File: config.mk
export PLATFORM = sky130hd
export DESIGN_NAME = byte_ring_fifo_top
export DESIGN_NICKNAME = d
export VERILOG_FILES = /design/src/brf_pkg.sv /design/src/brf_mem.sv /design/src/brf_ctrl.sv /design/src/byte_ring_fifo_top.sv
export SDC_FILE = /design/constraint.sdc
export NUM_CORES = 2
export LEC_CHECK = 0
export BUFFER_PORTS_ARGS = -buffer_cell sky130_fd_sc_hd__buf_2
export CAP_MARGIN = 20
export CORE_MARGIN = 2
export CORE_UTILIZATION = 55
export DETAILED_ROUTE_END_ITERATION = 6
export MAX_ROUTING_LAYER = met4
export PLACE_DENSITY = 0.8
export REMOVE_ABC_BUFFERS = 1
export SETUP_SLACK_MARGIN = 0.4
export SYNTH_ARGS = -nofsm -noshare
export SYNTH_HDL_FRONTEND = slang
export SYNTH_SLANG_ARGS = --single-unit
File: constraint.sdc
create_clock -name i_clk -period 6.5 [get_ports i_clk]
set_input_delay 0.65 -clock i_clk [delete_from_list [all_inputs] [get_ports i_clk]]
set_output_delay 0.65 -clock i_clk [all_outputs]
set_load 0.02 [all_outputs]
File: src/brf_pkg.sv
// Shared types and codes for the byte ring FIFO.
package brf_pkg;

    localparam int unsigned BYTE_W  = 8;
    localparam int unsigned COUNT_W = 9;

    localparam logic [1:0] OP_PUSH  = 2'd0;
    localparam logic [1:0] OP_POP   = 2'd1;
    localparam logic [1:0] OP_CLEAR = 2'd2;

    localparam logic [COUNT_W-1:0] QSIZE_RST = 9'd256;

    typedef struct packed {
        logic [1:0]        operation;
        logic [BYTE_W-1:0] data_in;
    } t_in_item;

    typedef struct packed {
        logic               accepted;
        logic [BYTE_W-1:0]  data_out;
        logic [COUNT_W-1:0] occupancy;
        logic [COUNT_W-1:0] free_space;
    } t_out_item;

    // Outcome of one step, handed from the index logic to the output stage
    typedef struct packed {
        logic               accepted;
        logic               pop_ok;
        logic [COUNT_W-1:0] occupancy;
        logic [COUNT_W-1:0] free_space;
    } t_step_status;

endpackage

File: src/brf_mem.sv
// Byte store: one write port, one read port with registered read data.
module brf_mem #(
    parameter int DEPTH = 256
) (
    input  logic                       i_clk,
    input  logic                       i_we,
    input  logic [$clog2(DEPTH)-1:0]   i_waddr,
    input  logic [brf_pkg::BYTE_W-1:0] i_wdata,
    input  logic                       i_re,
    input  logic [$clog2(DEPTH)-1:0]   i_raddr,
    output logic [brf_pkg::BYTE_W-1:0] o_rdata
);
    import brf_pkg::*;

    logic [BYTE_W-1:0] r_mem [DEPTH];
    logic [BYTE_W-1:0] r_rdata;

    always_ff @(posedge i_clk) begin
        if (i_we) begin
            r_mem[i_waddr] <= i_wdata;
        end
    end

    always_ff @(posedge i_clk) begin
        if (i_re) begin
            r_rdata <= r_mem[i_raddr];
        end
    end

    assign o_rdata = r_rdata;

endmodule

File: src/brf_ctrl.sv
// Index, full flag, fill count and size logic of the ring.
module brf_ctrl #(
    parameter int DEPTH = 256
) (
    input  logic                        i_clk,
    input  logic                        i_rst_n,
    input  logic                        i_cfg_we,
    input  logic [brf_pkg::COUNT_W-1:0] i_cfg_wdata,
    input  logic                        i_step,
    input  logic [1:0]                  i_op,
    output logic                        o_mem_we,
    output logic [$clog2(DEPTH)-1:0]    o_mem_waddr,
    output logic                        o_mem_re,
    output logic [$clog2(DEPTH)-1:0]    o_mem_raddr,
    output brf_pkg::t_step_status       o_status
);
    import brf_pkg::*;

    localparam int AW = $clog2(DEPTH);
    localparam int SW = $clog2(DEPTH + 1);
    localparam logic [SW-1:0] SIZE_RST =
        SW'((DEPTH < int'(QSIZE_RST)) ? DEPTH : int'(QSIZE_RST));

    logic [AW-1:0] r_wr_idx, n_wr_idx;
    logic [AW-1:0] r_rd_idx, n_rd_idx;
    logic          r_full,   n_full;
    logic [SW-1:0] r_count,  n_count;
    logic [SW-1:0] r_size;
    logic [SW-1:0] w_cfg_size;
    logic [AW-1:0] w_wr_inc, w_rd_inc;
    logic          w_accepted, w_pop_ok, w_mem_we, w_mem_re;

    // Clamp the written size to 1..DEPTH
    always_comb begin
        if (i_cfg_wdata == '0) begin
            w_cfg_size = SW'(1);
        end else if (int'(i_cfg_wdata) > DEPTH) begin
            w_cfg_size = SW'(DEPTH);
        end else begin
            w_cfg_size = SW'(i_cfg_wdata);
        end
    end

    assign w_wr_inc = ((SW'(r_wr_idx) + SW'(1)) == r_size) ? '0 : r_wr_idx + AW'(1);
    assign w_rd_inc = ((SW'(r_rd_idx) + SW'(1)) == r_size) ? '0 : r_rd_idx + AW'(1);

    always_comb begin
        n_wr_idx   = r_wr_idx;
        n_rd_idx   = r_rd_idx;
        n_full     = r_full;
        n_count    = r_count;
        w_accepted = 1'b0;
        w_pop_ok   = 1'b0;
        w_mem_we   = 1'b0;
        w_mem_re   = 1'b0;
        if (i_step) begin
            case (i_op)
                OP_PUSH: begin
                    if (!r_full) begin
                        w_mem_we   = 1'b1;
                        n_wr_idx   = w_wr_inc;
                        n_full     = (w_wr_inc == r_rd_idx);
                        n_count    = r_count + SW'(1);
                        w_accepted = 1'b1;
                    end
                end
                OP_POP: begin
                    if (r_count != '0) begin
                        w_mem_re   = 1'b1;
                        n_rd_idx   = w_rd_inc;
                        n_full     = 1'b0;
                        n_count    = r_count - SW'(1);
                        w_accepted = 1'b1;
                        w_pop_ok   = 1'b1;
                    end
                end
                OP_CLEAR: begin
                    n_wr_idx   = '0;
                    n_rd_idx   = '0;
                    n_full     = 1'b0;
                    n_count    = '0;
                    w_accepted = 1'b1;
                end
                default: ;
            endcase
        end
    end

    always_ff @(posedge i_clk) begin
        if (!i_rst_n) begin
            r_wr_idx <= '0;
            r_rd_idx <= '0;
            r_full   <= 1'b0;
            r_count  <= '0;
            r_size   <= SIZE_RST;
        end else if (i_cfg_we) begin
            // A new size empties the queue
            r_wr_idx <= '0;
            r_rd_idx <= '0;
            r_full   <= 1'b0;
            r_count  <= '0;
            r_size   <= w_cfg_size;
        end else begin
            r_wr_idx <= n_wr_idx;
            r_rd_idx <= n_rd_idx;
            r_full   <= n_full;
            r_count  <= n_count;
        end
    end

    assign o_mem_we    = w_mem_we;
    assign o_mem_waddr = r_wr_idx;
    assign o_mem_re    = w_mem_re;
    assign o_mem_raddr = r_rd_idx;

    assign o_status.accepted   = w_accepted;
    assign o_status.pop_ok     = w_pop_ok;
    assign o_status.occupancy  = COUNT_W'(n_count);
    assign o_status.free_space = COUNT_W'(r_size - n_count);

`ifndef ASSERT_OFF
    a_count_in_size: assert property (@(posedge i_clk) disable iff (!i_rst_n)
        r_count <= r_size)
        else $error("fill count exceeds queue size");

    a_full_matches_count: assert property (@(posedge i_clk) disable iff (!i_rst_n)
        r_full == (r_count == r_size))
        else $error("full flag disagrees with fill count");

    a_indices_in_size: assert property (@(posedge i_clk) disable iff (!i_rst_n)
        (SW'(r_wr_idx) < r_size) && (SW'(r_rd_idx) < r_size))
        else $error("ring index outside queue size");
`endif

endmodule

File: src/byte_ring_fifo_top.sv
// Top level of the byte ring FIFO: handshakes, result pipeline, store and index logic.
//
// Usage
//   Input channel i_in_valid / o_in_ready carries one item: a push, a pop or
//   a clear. Each transfer yields exactly one result on o_out_valid /
//   i_out_ready, reporting acceptance, the popped byte (zero otherwise), the
//   fill level and the free space after the step.
//   i_cfg_we writes the queue size (clamped to 1..DEPTH) and empties the
//   queue; write it only while no result is outstanding.
// Pipeline and throughput
//   A result passes the store read and the pending register, both loaded at the
//   transfer edge, and then the output register.
//   One item per cycle is sustained while the receiver takes results; the
//   store does at most one access per item and indices update in the same cycle.
// Reset
//   Synchronous active-low reset empties the queue and sets the size to
//   the smaller of 256 and DEPTH. Store contents are not cleared.
// Stall
//   When the receiver holds i_out_ready low, the output register and one
//   pending stage fill, then o_in_ready drops until a result is taken.
module byte_ring_fifo_top #(
    parameter int DEPTH = 256
) (
    input  logic                        i_clk,
    input  logic                        i_rst_n,
    input  logic                        i_cfg_we,
    input  logic [brf_pkg::COUNT_W-1:0] i_cfg_wdata,
    input  logic                        i_in_valid,
    output logic                        o_in_ready,
    input  brf_pkg::t_in_item           i_in_data,
    output logic                        o_out_valid,
    input  logic                        i_out_ready,
    output brf_pkg::t_out_item          o_out_data
);
    import brf_pkg::*;

    localparam int AW = $clog2(DEPTH);

    logic              w_in_xfer;
    logic              w_move;
    logic              w_mem_we, w_mem_re;
    logic [AW-1:0]     w_mem_waddr, w_mem_raddr;
    logic [BYTE_W-1:0] w_mem_rdata;
    t_step_status      w_status;

    logic              r_pend_valid;
    t_step_status      r_pend_status;
    logic              r_out_valid;
    t_out_item         r_out_data;

    // Advance the pending step once the output register is free
    assign w_move     = r_pend_valid && (!r_out_valid || i_out_ready);
    assign o_in_ready = !r_pend_valid || w_move;
    assign w_in_xfer  = i_in_valid && o_in_ready;

    brf_ctrl #(
        .DEPTH(DEPTH)
    ) u_ctrl (
        .i_clk       (i_clk),
        .i_rst_n     (i_rst_n),
        .i_cfg_we    (i_cfg_we),
        .i_cfg_wdata (i_cfg_wdata),
        .i_step      (w_in_xfer),
        .i_op        (i_in_data.operation),
        .o_mem_we    (w_mem_we),
        .o_mem_waddr (w_mem_waddr),
        .o_mem_re    (w_mem_re),
        .o_mem_raddr (w_mem_raddr),
        .o_status    (w_status)
    );

    brf_mem #(
        .DEPTH(DEPTH)
    ) u_mem (
        .i_clk   (i_clk),
        .i_we    (w_mem_we),
        .i_waddr (w_mem_waddr),
        .i_wdata (i_in_data.data_in),
        .i_re    (w_mem_re),
        .i_raddr (w_mem_raddr),
        .o_rdata (w_mem_rdata)
    );

    always_ff @(posedge i_clk) begin
        if (!i_rst_n) begin
            r_pend_valid <= 1'b0;
        end else if (w_in_xfer) begin
            r_pend_valid <= 1'b1;
        end else if (w_move) begin
            r_pend_valid <= 1'b0;
        end
    end

    always_ff @(posedge i_clk) begin
        if (w_in_xfer) begin
            r_pend_status <= w_status;
        end
    end

    always_ff @(posedge i_clk) begin
        if (!i_rst_n) begin
            r_out_valid <= 1'b0;
        end else if (w_move) begin
            r_out_valid <= 1'b1;
        end else if (i_out_ready) begin
            r_out_valid <= 1'b0;
        end
    end

    always_ff @(posedge i_clk) begin
        if (w_move) begin
            r_out_data.accepted   <= r_pend_status.accepted;
            r_out_data.data_out   <= r_pend_status.pop_ok ? w_mem_rdata : '0;
            r_out_data.occupancy  <= r_pend_status.occupancy;
            r_out_data.free_space <= r_pend_status.free_space;
        end
    end

    assign o_out_valid = r_out_valid;
    assign o_out_data  = r_out_data;

`ifndef ASSERT_OFF
    a_refused_is_zero: assert property (@(posedge i_clk) disable iff (!i_rst_n)
        r_out_valid && !r_out_data.accepted |-> r_out_data.data_out == '0)
        else $error("refused step carries a data byte");

    a_pend_held: assert property (@(posedge i_clk) disable iff (!i_rst_n)
        r_pend_valid && !w_move |=> r_pend_valid && $stable(r_pend_status))
        else $error("pending step lost while output stalled");

    a_stall_only_when_full: assert property (@(posedge i_clk) disable iff (!i_rst_n)
        !o_in_ready |-> r_pend_valid && r_out_valid && !i_out_ready)
        else $error("input stalled while the pipeline has room");
`endif

endmodule
======== Word level (Yosys, flattened, before mapping) ========
Memories as Yosys holds them, arrays and structs flattened. A register that Yosys moved wholly into a read port is not among the register bits.
Cells that the tools add are included.
cells by class
  $add $sub $neg .......................... 7
  eq/ne operators ......................... 7
  multiplexer cells ....................... 28
  reduce and logical (&&, ||, !) cells .... 18
  bitwise gates (word level) .............. 1
  order comparisons ....................... 1
operators with widths
  operator                                                                count
  9-bit 2-to-1 mux                                                        5
  8-bit 2-to-1 mux                                                        4
  8-bit case mux with 2 select lines                                      2
  9-bit case mux with 3 select lines                                      1
  8-bit by 1-bit adder with 9-bit output (second input constant)          2
  9-bit equality test                                                     2
  8-bit by 1-bit adder with 8-bit output (second input constant)          2
  1-bit 2-to-1 mux                                                        14
  9-bit by 1-bit adder with 9-bit output (second input constant)          1
  9-bit > comparator (second input constant)                              1
  9-bit logical NOT                                                       1
  3-bit AND reduction                                                     3
  9-bit nonzero test                                                      1
  9-bit by 1-bit subtractor with 9-bit output (second input constant)     1
  9-bit subtractor                                                        1
  8-bit equality test                                                     1
  2-bit nonzero test                                                      4
  1-bit case mux with 3 select lines                                      2
  3-bit nonzero test                                                      1
  2-bit by 1-bit equality test with 1-bit output (second input constant)  1
  2-bit equality test (second input constant)                             1
  1-bit logical AND                                                       2
  1-bit logical NOT                                                       2
  2-bit logical NOT                                                       1
  5 further kinds                                                         6
word-level totals
  RAM bits ................................ 2,048
  memories kept ........................... 1
  word-level logic and storage cells ...... 78
  input bits .............................. 24
  register bits ........................... 84
memories
  memory       words  width  rd ports  clocked after Yosys merged registers in  write ports  RTL line       text
  u_mem.r_mem  256    8      1         1                                        1            brf_mem.sv:15  logic [BYTE_W-1:0] r_mem [DEPTH];

======== Depth between registers and ports, before layout ========
  depth in word-level cells ............... 8
  depth in mapped cells ................... 19
  gate-level depth less buffers ........... 19

======== Modules after synthesis ========
Synthesis repeated with hierarchy kept, for this count alone.
second synthesis, totals
  cell total of the unflattened synthesis .. 4,209
  area, all modules ....................... 84,202.0 um2
by module, submodules not included
  module              seq. area each (um2)  cells an instance  area an instance (um2)  instances
  brf_mem             61,739.2              3,733              79,636.4                1
  brf_ctrl            700.7                 412                3,010.4                 1
  byte_ring_fifo_top  1,451.4               64                 1,555.2                 1

======== Worst setup path before layout ========
OpenSTA, ideal clock, no wires.
  path type ............................... input to register
  from .................................... in i_out_ready
  to ...................................... reg r_pend_status[8] (netlist name), data pin
  required time ........................... 6.242 ns
  setup slack ............................. 2.254 ns
  path buffers ............................ 0
  cell stages on the path ................. 19
  arrival ................................. 3.989 ns
  path through ............................ nor2b_1 nand2_1 nand2_1 inv_1 nand3_1 inv_1 nor2_1 o31ai_1 ha_1 inv_1 fa_1 a21o_1 a21oi_1 o21bai_1 a21oi_1 nor2b_1 o21ai_0 nand2b_1 xnor2_1
RTL lines
  element                 RTL line                  text
  start: declaration      byte_ring_fifo_top.sv:32  input logic i_out_ready,
  end signal: assignment  byte_ring_fifo_top.sv:96  r_pend_status <= w_status;
  end: declaration        byte_ring_fifo_top.sv:47  t_step_status r_pend_status;

==> qor.txt <==
Number of global-route vias before repair = 43081
Slew Limit Fails = 0
Critical Path RT = 7120 ps
Hold-fix buffers, CTS = 0
TritonRoute pass-1 iters = 7
LEAKAGE = 27.9 nW
IO Port Bufs = 52
Residual overflow from global routing = 0
Cells after Synth = 4034
Power, Total = 27.4 mW
Crit path launch type = flop
Library cells used by synthesis = 81
Dpl hpwl = 122000 µm
Die X = 396 µm
Layout cell share with drive strength beyond 1 = 24.2%
Synth area leader = edfxtp_1
Worst Setup End Kind = flop
Slew margin rel. = 14.0%
Violated checks = design-rule violations
Comb power frac = 1.9%
Area grow syn2layout = 10.6%
Filler Cell Count = 9911
Clock Path Buffers = 3
Number of flops mapped to enable cells by yosys = 2103
Crit path time final = 4540 ps
First-pass GRT wire length = 307000 µm
Avg Synthesized Cell Area = 20.9 µm²
Final wirelength = 215000 µm
Final worst-path cycle share = 69.8%
Main synth FF type = edfxtp_1
Setup bufs post-CTS = 0
Vias/cell = 6.88
Clock Skew = 53.2 ps
DR WL/cell = 33.9 µm
Io pins = 53
Initial antenna violation count = 5
Mapped Area = 0.0844 mm²
TritonCTS Buffers = 199
Final-report setup violation count = 0
Fin area = 0.0934 mm²
Vias after detailed routing = 43577
Global placer's final weighted congestion = 0.946
PnR worst setup slack = 1960 ps
Final cell count without fillers = 6338
Number of clock sinks = 2140
DRT antenna net count = 0
Die Footprint = 0.157 mm²
Largest net degree at the start of global routing = 202
Core area = 0.152 mm²
1st-iter DRT viols = 7320
Cell area power density = 293 mW/mm²
Die Y = 396 µm
Starting density of the core = 55.5%
Worst-Margin Slew = 1290 ps
Status = finished, violations left
Crit Path Max Fanout = 6
RSZ-0062 raised after global routing = false
Drt drc = 4
FMAX = 220 MHz
Total GRT Usage = 28.2%
Power share of the sequential group = 55.5%
Clock power frac = 42.6%
Ys Warns = 0
Max-Cap Viols = 0
Switching Power = 5.60 mW
Synth area leaders = edfxtp_1 (75%), mux4_2 (15%), nor2_1 (1.4%)
Seq/Total Area, Yosys = 75.7%
Synth top area share = 74.8%
Root Buffer = clkbuf_16
Worst Hold Class = primary input to flop
Critical Path AT = 5160 ps
Most frequent cells after synthesis = edfxtp_1 (2103), mux4_2 (561), nor2_1 (312), nand2_1 (92), clkbuf_1 (86)
Most frequent cell after synthesis = edfxtp_1
Post-CTS Resized = 0
Number of synthesized register bits = 2140
Site row count = 143
Clk slew on worst S/H paths = 70 ps
Placed standard-cell area = 0.0868 mm²
Switch share = 20.5%
CTS tree = done
Dpl ws = 1760 ps
WS Path Type = flop to flop
Fin. Hold Viols = 0
Cells after DPL = 5968
H-tree depth = 4
Max VDD drop = 0.298 mV
Final nets = 4186
Pint = 21.8 mW
Worst skew pair latency = 860 ps
Ys async rst share = 0%
[power by group through the flow]
stage	sequential, mW	combinational [mW]	clock [mW]
global placement	15.5	0.470	0
detailed placement	15.5	0.493	0
global route	15.2	0.535	12.2
floorplan	15.5	0.147	0
CTS	15.2	0.496	11.7
finish	15.2	0.512	11.7
[worst paths after layout]
path	startpoint	end	slack [ps]	depth (start not counted)
max	u_ctrl.r_count[0]	r_pend_status[8]	1960	19
min	i_in_valid	r_pend_valid	50	3
min reg2reg	r_pend_status[3]	o_out_data[3]	420	0
max reg2reg	u_ctrl.r_count[0]	r_pend_status[8]	1960	19
[critical path, stage by stage, from the launching register on]
cell and delay (ps):
dfxtp_1 350, inv_1 100, ha_1 200, or4b_1 530, nor4_1 580, nand2_1 230
nand3_1 160, nand2_1 70, o31ai_1 150, ha_1 280, inv_1 60, fa_1 400
a21o_1 190, a21oi_1 230, o21bai_1 90, a21oi_1 240, nor2b_1 70, o21ai_0 180
nand2b_1 100, xnor2_1 130
[cell usage in the layout (no fill, tap or decap), types with 10 or more instances in the layout]
cell type / instances
clkinv_2: 28
nor2_1: 307
buf_12: 15
nand2_1: 92
clkinvlp_4: 16
o21ai_0: 35
a21oi_1: 74
nor2b_1: 55
nand3_1: 45
clkbuf_1: 39
clkbuf_8: 10
inv_1: 35
xnor2_1: 24
mux2i_1: 58
clkbuf_16: 200
mux4_2: 561
a211oi_1: 41
nor3_1: 19
a22o_1: 12
edfxtp_1: 2103
buf_4: 73
bufinv_16: 19
and2_1: 16
mux2_2: 19
dfxtp_1: 32
xor2_1: 10
buf_2: 44
a22oi_1: 56
clkinv_1: 38
ha_1: 19
o22ai_1: 19
[flip-flops by register name, summed over array words and instances, names as in the netlist]
signal	count
u_ctrl.r_full	1
o_out_valid	1
u_mem.o_rdata	8
u_ctrl.r_count	9
u_ctrl.o_mem_waddr	8
r_pend_status	20
u_ctrl.r_size	9
r_pend_valid	1
u_ctrl.o_mem_raddr	8
u_mem.r_mem	2048
o_out_data	27
[kinds of logic after synthesis]
| logic type | Yosys count | synth area share, % |
|---|---|---|
| xor+xnor | 35 | 0.380 |
| compound gates | 325 | 2.65 |
| flops | 2140 | 75.7 |
| buf+inv | 277 | 1.81 |
| fa+ha+maj | 20 | 0.305 |
| simple gates | 599 | 3.21 |
| mux | 638 | 15.9 |
[cell type report]
class	instances	area [µm²]	area share [%]
Sequential cell	2140	63900	68.4
Multi-Input combinational cell	1617	19000	20.3
Clock buffer	242	5190	5.56
Tap cell	2030	2540	2.72
Clock inverter	118	1290	1.38
Timing Repair Buffer	146	1280	1.37
Inverter	38	145	0.155
Antenna cell	7	17.5	0.0188
[stage by stage]
stage / hold WS (ps) / utilization, % / setup TNS, ps
after CTS: 13.7 / 61.3 / 0
after global placement: 403 / 57.1 / 0
after floorplan: 400 / - / -274140
after global routing: 61.5 / 61.4 / 0
final: 54.8 / 61.4 / 0
after detailed placement: 406 / 57.1 / 0
[layer usage]
metal	vias up	GRT usage [%]	share of wire, %
li1	16922	-	-
met1	22355	36.9	35
met2	3620	42.3	47
met3	680	7.29	12
met4	0	12.6	5.2
met5	-	-	0
Power figures use the tool's default switching activity.
